[config.mk]
export PLATFORM = sky130hd
export DESIGN_NAME = wildcard_byte_signature_scan_flat
export DESIGN_NICKNAME = d
export VERILOG_FILES = /design/src/hw/rtl/wbss_pkg.sv /design/src/hw/rtl/wbss_in_if.sv /design/src/hw/rtl/wbss_out_if.sv /design/src/hw/rtl/wildcard_byte_signature_scan.sv /design/src/hw/rtl/wbss_cfg.sv /design/src/hw/rtl/wbss_cell.sv /design/src/flat_wrapper.sv
export SDC_FILE = /design/constraint.sdc
export NUM_CORES = 1
export LEC_CHECK = 0
export ABC_CLOCK_PERIOD_IN_PS = 15550
export BUFFER_PORTS_ARGS = -buffer_cell sky130_fd_sc_hd__buf_2
export CORE_MARGIN = 8
export CORE_UTILIZATION = 35
export DETAILED_ROUTE_END_ITERATION = 16
export PLACE_DENSITY = 0.61
export SKIP_LAST_GASP = 1
export SLEW_MARGIN = 20
export SYNTH_ARGS = -nofsm -noshare
export SYNTH_HDL_FRONTEND = slang
export SYNTH_SLANG_ARGS = --single-unit
[constraint.sdc]
create_clock -name clk -period 15.55 [get_ports clk]
set_input_delay 3.11 -clock clk [delete_from_list [all_inputs] [get_ports clk]]
set_output_delay 3.11 -clock clk [all_outputs]
set_load 0.005 [all_outputs]
[src/hw/rtl/wbss_pkg.sv]
package wbss_pkg;

  // sizing
  localparam int MAX_PATTERN_BYTES = 16;
  localparam int POSITION_BITS     = 32;
  localparam int OFFSET_W          = 32;
  localparam int CFG_DATA_W        = 64;
  localparam int CFG_IDX_W         = 2;
  localparam int CFG_LEN_W         = 5;
  localparam int CFG_WILD_W        = 16;
  localparam int LEN_W             = $clog2(MAX_PATTERN_BYTES + 1);
  localparam int SEL_W             = (MAX_PATTERN_BYTES > 1) ? $clog2(MAX_PATTERN_BYTES) : 1;

  // register indexes
  localparam logic [CFG_IDX_W-1:0] CFG_PATTERN_LOW    = 2'd0;
  localparam logic [CFG_IDX_W-1:0] CFG_PATTERN_HIGH   = 2'd1;
  localparam logic [CFG_IDX_W-1:0] CFG_WILDCARD_MASK  = 2'd2;
  localparam logic [CFG_IDX_W-1:0] CFG_PATTERN_LENGTH = 2'd3;

  typedef logic [7:0] byte_t;
  typedef logic [POSITION_BITS-1:0] pos_t;
  typedef logic [OFFSET_W-1:0] offset_t;

  // signature as seen by the cell row
  typedef struct packed {
    byte_t [MAX_PATTERN_BYTES-1:0] sig;
    logic  [MAX_PATTERN_BYTES-1:0] wild;
    logic  [LEN_W-1:0]             len_eff;
  } sig_cfg_t;

  // per-beat control shared by all cells
  typedef struct packed {
    logic advance;
    logic clear;
  } cell_ctl_t;

endpackage

[src/hw/rtl/wbss_in_if.sv]
interface wbss_in_if;
  import wbss_pkg::*;

  logic  valid;
  logic  ready;
  byte_t data_byte;
  logic  last_byte;

  modport source (output valid, output data_byte, output last_byte, input ready);
  modport sink   (input valid, input data_byte, input last_byte, output ready);
endinterface

[src/hw/rtl/wbss_out_if.sv]
interface wbss_out_if;
  import wbss_pkg::*;

  logic    valid;
  logic    ready;
  offset_t match_offset;

  modport source (output valid, output match_offset, input ready);
  modport sink   (input valid, input match_offset, output ready);
endinterface

[src/hw/rtl/wildcard_byte_signature_scan.sv]
// Scans a byte stream one beat per clock for a signature of 1 to 16 bytes, where any signature
// byte flagged in the wildcard mask matches every data byte, and returns the buffer offset of
// the first byte of each match (overlapping matches included); a beat carries at most one
// result, produced in the cycle of its acceptance and registered in the output register, or in
// the skid entry if a result still waits there. A row of 16 cells, one per signature position,
// holds the partial-match bits and shifts them forward on every beat, so the input takes one
// byte each clock; a two-entry output stage lets input continue while a result waits, and the
// input stalls only when both entries are full. The beat flagged last_byte is scanned normally
// and then clears the partial matches and the offset counter, which otherwise saturates at its
// maximum. Write the configuration registers only while no beat is in flight; pattern_length
// of zero never matches and values above 16 act as 16.
module wildcard_byte_signature_scan
  import wbss_pkg::*;
(
  input  logic                  clk,
  input  logic                  rst_n,
  input  logic                  cfg_we,
  input  logic [CFG_IDX_W-1:0]  cfg_index,
  input  logic [CFG_DATA_W-1:0] cfg_data,
  wbss_in_if.sink               in_chan,
  wbss_out_if.source            out_chan
);

  localparam pos_t POS_MAX = {POSITION_BITS{1'b1}};

  sig_cfg_t                     sig_cfg;
  cell_ctl_t                    ctl;
  logic [MAX_PATTERN_BYTES-1:0] part_r;
  logic [MAX_PATTERN_BYTES-1:0] part_nxt;
  logic [MAX_PATTERN_BYTES-1:0] prev_part;
  logic [MAX_PATTERN_BYTES-1:0] in_use;
  logic                         accept;
  logic                         hit;
  logic [LEN_W-1:0]             len_m1;
  logic [SEL_W-1:0]             sel;
  offset_t                      start_off;
  pos_t                         pos_r;
  pos_t                         pos_nxt;
  logic                         out_valid_r;
  offset_t                      out_off_r;
  logic                         skid_valid_r;
  offset_t                      skid_off_r;
  logic                         pop;
  logic                         push;

  // configuration registers
  wbss_cfg u_cfg (
    .clk       (clk),
    .rst_n     (rst_n),
    .cfg_we    (cfg_we),
    .cfg_index (cfg_index),
    .cfg_data  (cfg_data),
    .sig_cfg   (sig_cfg)
  );

  // handshake
  assign in_chan.ready = !skid_valid_r;
  assign accept        = in_chan.valid && in_chan.ready;
  assign ctl.advance   = accept;
  assign ctl.clear     = in_chan.last_byte;

  // cell row, each cell after the first fed by its left neighbor
  for (genvar k = 0; k < MAX_PATTERN_BYTES; k++) begin : g_cell
    if (k == 0) begin : g_first
      assign prev_part[k] = 1'b1;
    end else begin : g_rest
      assign prev_part[k] = part_r[k-1];
    end
    assign in_use[k] = (LEN_W'(k) < sig_cfg.len_eff);

    wbss_cell u_cell (
      .clk       (clk),
      .rst_n     (rst_n),
      .ctl       (ctl),
      .prev_part (prev_part[k]),
      .data_byte (in_chan.data_byte),
      .sig_byte  (sig_cfg.sig[k]),
      .wild      (sig_cfg.wild[k]),
      .in_use    (in_use[k]),
      .part_nxt  (part_nxt[k]),
      .part_r    (part_r[k])
    );
  end

  // full match at the last used position
  assign len_m1    = sig_cfg.len_eff - LEN_W'(1);
  assign sel       = len_m1[SEL_W-1:0];
  assign hit       = (sig_cfg.len_eff != '0) && part_nxt[sel];
  assign start_off = OFFSET_W'(pos_r - POSITION_BITS'(len_m1));
  assign push      = accept && hit;
  assign pop       = out_valid_r && out_chan.ready;

  // offset counter, saturating, cleared after the last byte
  always_comb begin
    pos_nxt = pos_r;
    if (accept) begin
      if (in_chan.last_byte) begin
        pos_nxt = '0;
      end else if (pos_r != POS_MAX) begin
        pos_nxt = pos_r + POSITION_BITS'(1);
      end
    end
  end

  always_ff @(posedge clk) begin
    if (!rst_n) begin
      pos_r <= '0;
    end else begin
      pos_r <= pos_nxt;
    end
  end

  // output register with skid entry
  always_ff @(posedge clk) begin
    if (!rst_n) begin
      out_valid_r  <= 1'b0;
      skid_valid_r <= 1'b0;
    end else if (skid_valid_r) begin
      if (pop) begin
        skid_valid_r <= 1'b0;
      end
    end else if (push) begin
      if (!out_valid_r || pop) begin
        out_valid_r <= 1'b1;
      end else begin
        skid_valid_r <= 1'b1;
      end
    end else if (pop) begin
      out_valid_r <= 1'b0;
    end
  end

  always_ff @(posedge clk) begin
    if (skid_valid_r) begin
      if (pop) begin
        out_off_r <= skid_off_r;
      end
    end else if (push) begin
      if (!out_valid_r || pop) begin
        out_off_r <= start_off;
      end else begin
        skid_off_r <= start_off;
      end
    end
  end

  assign out_chan.valid        = out_valid_r;
  assign out_chan.match_offset = out_off_r;

`ifndef ASSERT_OFF
  // skid entry only fills behind a waiting result
  a_skid_behind_out: assert property (@(posedge clk) disable iff (!rst_n)
    skid_valid_r |-> out_valid_r)
    else $error("skid entry valid without output entry");

  // end of buffer clears counter and partial matches
  a_last_clears: assert property (@(posedge clk) disable iff (!rst_n)
    (accept && in_chan.last_byte) |=> (pos_r == '0) && (part_r == '0))
    else $error("last byte did not clear scan state");

  // counter advances by one below saturation
  a_pos_step: assert property (@(posedge clk) disable iff (!rst_n)
    (accept && !in_chan.last_byte && pos_r != POS_MAX) |=> pos_r == $past(pos_r) + POSITION_BITS'(1))
    else $error("offset counter did not advance");

  // no partial match survives beyond the signature length
  a_part_in_len: assert property (@(posedge clk) disable iff (!rst_n)
    accept |=> (part_r & ~$past(in_use)) == '0)
    else $error("partial match beyond signature length");

  // a result beat is never dropped while both entries are full
  a_no_overrun: assert property (@(posedge clk) disable iff (!rst_n)
    (out_valid_r && skid_valid_r) |-> !accept)
    else $error("input accepted with both output entries full");
`endif

endmodule

[src/hw/rtl/wbss_cfg.sv]
module wbss_cfg
  import wbss_pkg::*;
(
  input  logic                  clk,
  input  logic                  rst_n,
  input  logic                  cfg_we,
  input  logic [CFG_IDX_W-1:0]  cfg_index,
  input  logic [CFG_DATA_W-1:0] cfg_data,
  output sig_cfg_t              sig_cfg
);

  logic [63:0]           pat_lo_r;
  logic [63:0]           pat_hi_r;
  logic [CFG_WILD_W-1:0] wild_r;
  logic [CFG_LEN_W-1:0]  len_r;

  // register writes
  always_ff @(posedge clk) begin
    if (!rst_n) begin
      pat_lo_r <= '0;
      pat_hi_r <= '0;
      wild_r   <= '0;
      len_r    <= CFG_LEN_W'(1);
    end else if (cfg_we) begin
      case (cfg_index)
        CFG_PATTERN_LOW:    pat_lo_r <= cfg_data[63:0];
        CFG_PATTERN_HIGH:   pat_hi_r <= cfg_data[63:0];
        CFG_WILDCARD_MASK:  wild_r   <= cfg_data[CFG_WILD_W-1:0];
        CFG_PATTERN_LENGTH: len_r    <= cfg_data[CFG_LEN_W-1:0];
        default: begin
        end
      endcase
    end
  end

  // spread bytes over signature positions, unused positions read as zero
  for (genvar k = 0; k < MAX_PATTERN_BYTES; k++) begin : g_pos
    if (k < 8) begin : g_lo
      assign sig_cfg.sig[k]  = pat_lo_r[8*k +: 8];
    end else if (k < 16) begin : g_hi
      assign sig_cfg.sig[k]  = pat_hi_r[8*(k-8) +: 8];
    end else begin : g_none
      assign sig_cfg.sig[k]  = '0;
    end
    if (k < CFG_WILD_W) begin : g_wild
      assign sig_cfg.wild[k] = wild_r[k];
    end else begin : g_nowild
      assign sig_cfg.wild[k] = 1'b0;
    end
  end

  // clamp length to the cell count
  always_comb begin
    if (int'(len_r) > MAX_PATTERN_BYTES) begin
      sig_cfg.len_eff = LEN_W'(MAX_PATTERN_BYTES);
    end else begin
      sig_cfg.len_eff = LEN_W'(len_r);
    end
  end

endmodule

[src/hw/rtl/wbss_cell.sv]
module wbss_cell
  import wbss_pkg::*;
(
  input  logic      clk,
  input  logic      rst_n,
  input  cell_ctl_t ctl,
  input  logic      prev_part,
  input  byte_t     data_byte,
  input  byte_t     sig_byte,
  input  logic      wild,
  input  logic      in_use,
  output logic      part_nxt,
  output logic      part_r
);

  // this position matches if the previous one did and the byte fits
  assign part_nxt = prev_part & in_use & (wild | (sig_byte == data_byte));

  // hold the partial-match bit, cleared at end of buffer
  always_ff @(posedge clk) begin
    if (!rst_n) begin
      part_r <= 1'b0;
    end else if (ctl.advance) begin
      part_r <= ctl.clear ? 1'b0 : part_nxt;
    end
  end

endmodule
[src/flat_wrapper.sv]
// flat-port wrapper written by rule: the top's interface ports become plain ports
module wildcard_byte_signature_scan_flat import wbss_pkg::*;
  (clk, rst_n, cfg_we, cfg_index, cfg_data, in_chan_valid, in_chan_data_byte, in_chan_last_byte, in_chan_ready, out_chan_valid, out_chan_match_offset, out_chan_ready);
  wbss_in_if in_chan_i ();
  wbss_out_if out_chan_i ();
  input  logic clk;
  input  logic rst_n;
  input  logic cfg_we;
  input  logic [CFG_IDX_W-1:0] cfg_index;
  input  logic [CFG_DATA_W-1:0] cfg_data;
  input wire logic [$bits(in_chan_i.valid)-1:0] in_chan_valid;
  input wire logic [$bits(in_chan_i.data_byte)-1:0] in_chan_data_byte;
  input wire logic [$bits(in_chan_i.last_byte)-1:0] in_chan_last_byte;
  output wire logic [$bits(in_chan_i.ready)-1:0] in_chan_ready;
  output wire logic [$bits(out_chan_i.valid)-1:0] out_chan_valid;
  output wire logic [$bits(out_chan_i.match_offset)-1:0] out_chan_match_offset;
  input wire logic [$bits(out_chan_i.ready)-1:0] out_chan_ready;
  assign in_chan_i.valid = in_chan_valid;
  assign in_chan_i.data_byte = in_chan_data_byte;
  assign in_chan_i.last_byte = in_chan_last_byte;
  assign in_chan_ready = in_chan_i.ready;
  assign out_chan_valid = out_chan_i.valid;
  assign out_chan_match_offset = out_chan_i.match_offset;
  assign out_chan_i.ready = out_chan_ready;
  wildcard_byte_signature_scan u_core (.clk(clk), .rst_n(rst_n), .cfg_we(cfg_we), .cfg_index(cfg_index), .cfg_data(cfg_data), .in_chan(in_chan_i), .out_chan(out_chan_i));
endmodule
==> metrics.md, run 1 <==
| Metric | Value |
|---|---|
| Status | `finished clean` |
| GPL Wtd Cong | `0.8401` |
| Final setup viols | `0` |
| DRT antenna net count | `0` |
| Highest net fanout along the worst path | `32` |
| Area Growth Syn to Fin | `14.01%` |
| Post-synth ARST share | `0%` |
| Crit start category | `primary input` |
| Synth Net Count | `1,475` |
| Number of global-route vias before repair | `9,450` |
| Remaining global-route overflow | `0` |
| Logic gate share of total power | `11.1%` |
| I/O pins | `114` |
| RSZ-0062 raised after global routing | `no` |
| Port Buf Inserts | `113` |
| Critical path class | `in -> reg` |
| First-pass GRT wire length | `51.84 mm` |
| Initial antenna violation count | `1` |
| Die span in y | `206.1 µm` |
| Number of CTS-inserted buffers | `29` |
| Depth of the CTS H-tree | `1` |
| Synth warn | `0` |
| Fillers | `3,560` |
| Synth Cell Area | `0.01265 mm²` |
| Layout net count | `1,531` |
| Final Skew | `36.11 ps` |
| Switch share | `24.68%` |
| # Max-Cap Violations | `0` |
| Fmax achieved | `171.7 MHz` |
| CTS Sinks | `262` |
| Dpl hpwl | `22.06 mm` |
| Rel. slew slack | `30.50%` |
| Yosys reg bits | `262` |
| CTS tree | `yes` |
| Clock Latency Late Sink | `580 ps` |
| R2r worst-path depth | `14` |
| Rows | `69` |
| Initial DRC count | `715` |
| Pwr Density | `112.5 mW/mm²` |
| Hold depth | `2` |
| VDD IR max | `0.08354 mV` |
| Distinct cell type count after synthesis | `68` |
| Initial Utilization | `35.56%` |
| Count leader, synth | `nand2_1` |
| Hold_buf cts | `0` |
| Total Wirelength | `32.39 mm` |
| Area occupied by multi-input gates | `0.006285 mm²` |
| Setup tns final | `0 ps` |
| Minimum clock period | `5824 ps` |
| Post-CTS sizing | `0` |
| Main synth FF type | `dfxtp_1` |
| Tcrit/Tclk final | `37.46%` |
| Largest net degree at the start of global routing | `107` |
| Reg power frac | `45.9%` |
| Drt pass-1 iters | `5` |
| Non-Filler Instances | `1,924` |
| Top cell type's share of synthesized area | `31.34%` |
| Data arrival time of the worst path | `6020 ps` |
| Die area | `0.04248 mm²` |
| Register area share after synthesis | `46.53%` |
| Vias | `9,663` |
| Post-Place Cells | `1,871` |
| Pleak | `5.365 nW` |
| Post CTS Setup Buffer Count | `0` |
| Cell Int Power | `1.222 mW` |
| CP Capture Type | `flop` |
| Post-synth top cells | `335 x nand2_1, 198 x dfxtp_1, 153 x a21boi_0` |
| # diodes | `0` |
| Synth Instances | `1,385` |
| Req. time, crit path | `15,750 ps` |
| CTS Root Cell | `clkbuf_16` |
| Slew Viols, Final | `0` |
| Final Hold Vio Count | `0` |
| Syn Area/Cell | `9.133 µm²` |
| Core Region | `0.03557 mm²` |
| Area leader, netlist | `dfxtp_1` |
| All-Layer GR Usage | `14.95%` |
| CTS Buffer Depth | `3` |
| Layout cell share with drive strength beyond 1 | `15.04%` |
| Vias per cell | `5.022` |
| Clk slew on worst S/H paths | `60 ps` |
| Hold Crit Class | `reg -> reg` |
| Ranking of synthesized cells by area | `dfxtp_1 31%, edfxtp_1 15%, xor2_1 10%` |
| Sequential cell area | `0.005886 mm²` |
| Net switching power figure | `0.4005 mW` |
| Worst-margin pin slew | `1040 ps` |
| Post-synth EDFFs | `64` |
| Clock share of power | `43.0%` |
| Residual DRC | `0` |
| Die Wd | `206.1 µm` |
| Routed len/inst | `16.83 µm` |
path summary, 6_finish.rpt:
kind                                                          start                                          to  slack [ps]
worst max-delay path                           in_chan_data_byte[1]             u_core.skid_off_r[27]$_DFFE_PP_        9730
worst min-delay path            u_core.u_cfg.wild_r[7]$_SDFFE_PN0P_         u_core.u_cfg.wild_r[7]$_SDFFE_PN0P_         470
worst max register to register   u_core.u_cfg.len_r[0]$_SDFFE_PN1P_  u_core.out_chan.match_offset[31]$_DFFE_PP_       10030
worst min register to register  u_core.u_cfg.wild_r[7]$_SDFFE_PN0P_         u_core.u_cfg.wild_r[7]$_SDFFE_PN0P_         470
per-layer routing:
metal / share of wire [%] / up-vias / GRT usage (%)
met5: 0 / - / 0
met4: 2.0 / 0 / 3.219
met3: 5.5 / 41 / 2.429
met2: 48 / 231 / 25.32
met1: 45 / 4606 / 19.81
li1: - / 4785 / -
per-stage QoR:
stage | utilization, % | setup WS (ps) | hold WS [ps] | instance area [µm²] | total power [mW]
2_1_floorplan | - | 7731 | 437.5 | 12650 | 0.8789
3_3_place_gp | 37.79 | 9206 | 453.0 | 13440 | 0.9376
3_5_place_dp | 37.79 | 9129 | 462.8 | 13440 | 0.9408
4_1_cts | 40.54 | 9673 | 468.9 | 14420 | 1.641
5_1_grt | 40.54 | 9541 | 485.8 | 14420 | 1.691
6_report | 40.54 | 9726 | 465.1 | 14420 | 1.622
power groups by stage:
stage	Combinational, mW	Sequential [mW]	Clock [mW]
after global routing	0.200	0.747	0.744
after detailed placement	0.181	0.760	0
final	0.179	0.745	0.698
after floorplan	0.123	0.756	0
after global placement	0.178	0.759	0
after CTS	0.182	0.745	0.714
area by class of cell:
class	count	area share, %
Clock inverter	14	1.145
Inverter	18	0.4685
Multi-Input combinational cell	1009	43.58
Tap cell	461	4.000
Sequential cell	262	40.81
Timing Repair Buffer	121	4.355
Clock buffer	39	5.639
flip-flops by register name (all words and copies together) (netlist names):
| register | flops |
|---|---|
| u_core.g_cell.u_cell.part_r | 15 |
| u_core.out_chan.match_offset | 32 |
| u_core.out_chan.valid | 1 |
| u_core.u_cfg.wild_r | 16 |
| u_core.pos_r | 32 |
| u_core.u_cfg.len_r | 5 |
| u_core.u_cfg.pat_lo_r | 64 |
| u_core.skid_off_r | 32 |
| u_core.u_cfg.pat_hi_r | 64 |
| u_core.skid_valid_r | 1 |
critical path, stage by stage:
cell and delay [ps]:
buf_2 480, xor2_1 140, nor4_1 340, a21oi_1 120, or3b_2 470, o221a_2 280, o211ai_1 180, nand4b_1 250
nor3b_2 220, buf_4 390
cells in the final DEF (no fill, tap or decap), types with 19 or more instances in the layout:
cell type | Yosys | final
a21boi_0 | 153 | 153
a21oi_1 | 36 | 36
buf_2 | 1 | 112
clkbuf_16 | 0 | 29
dfxtp_1 | 198 | 198
edfxtp_1 | 64 | 64
mux2_2 | 30 | 30
nand2_1 | 335 | 334
nand3_1 | 20 | 20
nor2_1 | 51 | 51
nor2b_1 | 19 | 19
nor4_1 | 38 | 38
o21ai_0 | 19 | 19
xnor2_1 | 37 | 37
xor2_1 | 145 | 145
kinds of logic (layout without fill, tap and decap cells):
| logic type | after synthesis | after routing | share of synthesized area [%] |
|---|---|---|---|
| simple gates | 553 | 553 | 20.15 |
| xor+xnor | 182 | 182 | 12.60 |
| mux | 36 | 36 | 3.145 |
| fa+ha+maj | 10 | 10 | 1.048 |
| compound gates | 228 | 228 | 12.57 |
| flops | 262 | 262 | 46.53 |
| buf+inv | 114 | 192 | 3.956 |
Note: power is estimated with default switching activity, not from simulation.
==> run 2, diff against run 1 <==
- ABC_CLOCK_PERIOD_IN_PS: 15550 -> 5100
- PLACE_DENSITY: 0.61 -> 0.63
- clock period: 15.55 -> 5.1 ns (I/O delays scaled with it)
==> metrics.md, run 2 (same netlist as run 1, synthesis figures left out) <==
| Metric | Value |
|---|---|
| Initial DRC count | `527` |
| Die area | `0.04248 mm²` |
| Dpl cell area | `0.01356 mm²` |
| Final Skew | `22.59 ps` |
| Layout net count | `1,547` |
| Pwr Total | `5.122 mW` |
| Final worst setup slack | `798.3 ps` |
| RSZ-0062 raised after global routing | `no` |
| Wire length on met2 | `15.83 mm` |
| Clk slew on worst S/H paths | `60 ps` |
| Non-Filler Instances | `1,941` |
| Fmax achieved | `232.5 MHz` |
| Commonest cells after routing, fill and taps aside | `335 x nand2_1, 198 x dfxtp_1, 153 x a21boi_0, 145 x xor2_1, 112 x buf_2` |
| Rel. slew slack | `36.76%` |
| Residual DRC | `0` |
| CTS Buffer Depth | `3` |
| CP Capture Type | `flop` |
| First-pass GRT wire length | `52.91 mm` |
| Post-Place Cells | `1,887` |
| Metal3 WL | `1.555 mm` |
| Initial antenna violation count | `0` |
| CTS tree | `yes` |
| Total Wirelength | `32.99 mm` |
| Hold WS | `467.6 ps` |
| Vias per cell | `5.009` |
| Cell Int Power | `3.900 mW` |
| Req. time, crit path | `5390 ps` |
| Hold depth | `2` |
| Vias | `9,722` |
| Pleak | `5.485 nW` |
| CTS Root Cell | `clkbuf_16` |
| Finished Core Util | `41.10%` |
| Routed len/inst | `16.99 µm` |
| Highest net fanout along the worst path | `9` |
| CTS Sinks | `262` |
| Initial Utilization | `35.56%` |
| Die Wd | `206.1 µm` |
| Met1 WL | `14.88 mm` |
| Status | `finished clean` |
| R2R Setup Slk | `800 ps` |
| Switch share | `23.84%` |
| Tcrit/Tclk final | `84.35%` |
| VDD IR max | `0.2346 mV` |
| Crit path from | `u_core.u_cfg.len_r[0]$_SDFFE_PN1P_` |
| R2R Path Start | `u_core.u_cfg.len_r[0]$_SDFFE_PN1P_` |
| Data arrival time of the worst path | `4590 ps` |
| Number of global-route vias before repair | `9,802` |
| Area Growth Syn to Fin | `15.57%` |
| Reg power frac | `44.4%` |
| I/O pins | `114` |
| Final setup viols | `0` |
| Post-place setup slack | `852.5 ps` |
| Final Hold Vio Count | `0` |
| All-Layer GR Usage | `15.40%` |
| Largest registers | `u_core.u_cfg.pat_hi_r x64, u_core.u_cfg.pat_lo_r x64` |
| Hold_buf cts | `0` |
| Largest net degree at the start of global routing | `66` |
| Net switching power figure | `1.221 mW` |
| Number of CTS-inserted buffers | `29` |
| Depth of the CTS H-tree | `1` |
| Drt pass-1 iters | `5` |
| Clock share of power | `44.6%` |
| Worst-margin pin slew | `946.8 ps` |
| Crit start category | `flop` |
| Die span in y | `206.1 µm` |
| Remaining global-route overflow | `0` |
| # diodes | `0` |
| Post CTS Setup Buffer Count | `0` |
| DRT antenna net count | `0` |
| R2r worst-path depth | `15` |
| GPL Wtd Cong | `0.8550` |
| Top layer in use | `met4` |
| Pwr Density | `350.3 mW/mm²` |
| Worst setup path endpoint | `u_core.out_chan.match_offset[16]$_DFFE_PP_` |
| Layout cell share with drive strength beyond 1 | `16.08%` |
| Logic gate share of total power | `11.0%` |
| Hold Crit Class | `reg -> reg` |
| Clock Latency Late Sink | `550 ps` |
| Post-CTS sizing | `0` |
| Dpl hpwl | `23.47 mm` |
| Terminus of the critical flop-to-flop path | `u_core.out_chan.match_offset[16]$_DFFE_PP_` |
| Fillers | `3,507` |
| # Max-Cap Violations | `0` |
| Minimum clock period | `4302 ps` |
| Core Region | `0.03557 mm²` |
| Commonest non-fill, non-tap cell in the layout | `nand2_1` |
| Slew Viols, Final | `0` |
| Design area | `0.01462 mm²` |
| Port Buf Inserts | `113` |
| Critical path class | `reg -> reg` |
| Rows | `69` |
| Setup tns final | `0 ps` |
## run 2: worst min path at each step
| stage | to | from |
|---|---|---|
| final | u_core.g_cell[8].u_cell.part_r$_SDFFE_PN0P_ | u_core.g_cell[8].u_cell.part_r$_SDFFE_PN0P_ |
| after floorplan | u_core.g_cell[8].u_cell.part_r$_SDFFE_PN0P_ | u_core.g_cell[8].u_cell.part_r$_SDFFE_PN0P_ |
| after global routing | u_core.u_cfg.wild_r[11]$_SDFFE_PN0P_ | u_core.u_cfg.wild_r[11]$_SDFFE_PN0P_ |
| after global placement | u_core.g_cell[8].u_cell.part_r$_SDFFE_PN0P_ | u_core.g_cell[8].u_cell.part_r$_SDFFE_PN0P_ |
| after CTS | u_core.g_cell[8].u_cell.part_r$_SDFFE_PN0P_ | u_core.g_cell[8].u_cell.part_r$_SDFFE_PN0P_ |
| after detailed placement | u_core.g_cell[8].u_cell.part_r$_SDFFE_PN0P_ | u_core.g_cell[8].u_cell.part_r$_SDFFE_PN0P_ |
## run 2: power by group through the flow
stage | Combinational, mW | Sequential (mW) | Clock [mW]
final | 0.564 | 2.27 | 2.29
after global routing | 0.628 | 2.28 | 2.42
after CTS | 0.570 | 2.27 | 2.34
after detailed placement | 0.565 | 2.32 | 0
after global placement | 0.556 | 2.32 | 0
after floorplan | 0.374 | 2.31 | 0
## run 2: cell type report
class | instances | area, µm² | area share, %
multi-input cells | 1009 | 6286 | 43.00
clock inverters | 13 | 224.0 | 1.532
well taps | 461 | 576.8 | 3.946
repair buffers | 137 | 748.2 | 5.118
flip-flops and latches | 262 | 5886 | 40.26
clock buffers | 41 | 830.8 | 5.683
inverters | 18 | 67.56 | 0.4622
## run 2: routing by layer
layer,track usage (%),up-vias
li1,-,4813
met1,19.81,4623
met2,26.66,231
met3,2.194,55
met4,4.157,0
met5,0,-
## run 2: worst max-delay path, stage by stage, from the launching register on
cell and delay, ps:
dfxtp_1 470, inv_1 120, nor2_1 150, inv_1 170
ha_1 270, xnor2_1 450, inv_1 160, ha_1 350
a21o_1 190, a21oi_1 200, nand2b_1 230, nand2_1 120
or4_2 590, nor3_1 190, xor2_1 110, mux2_2 270
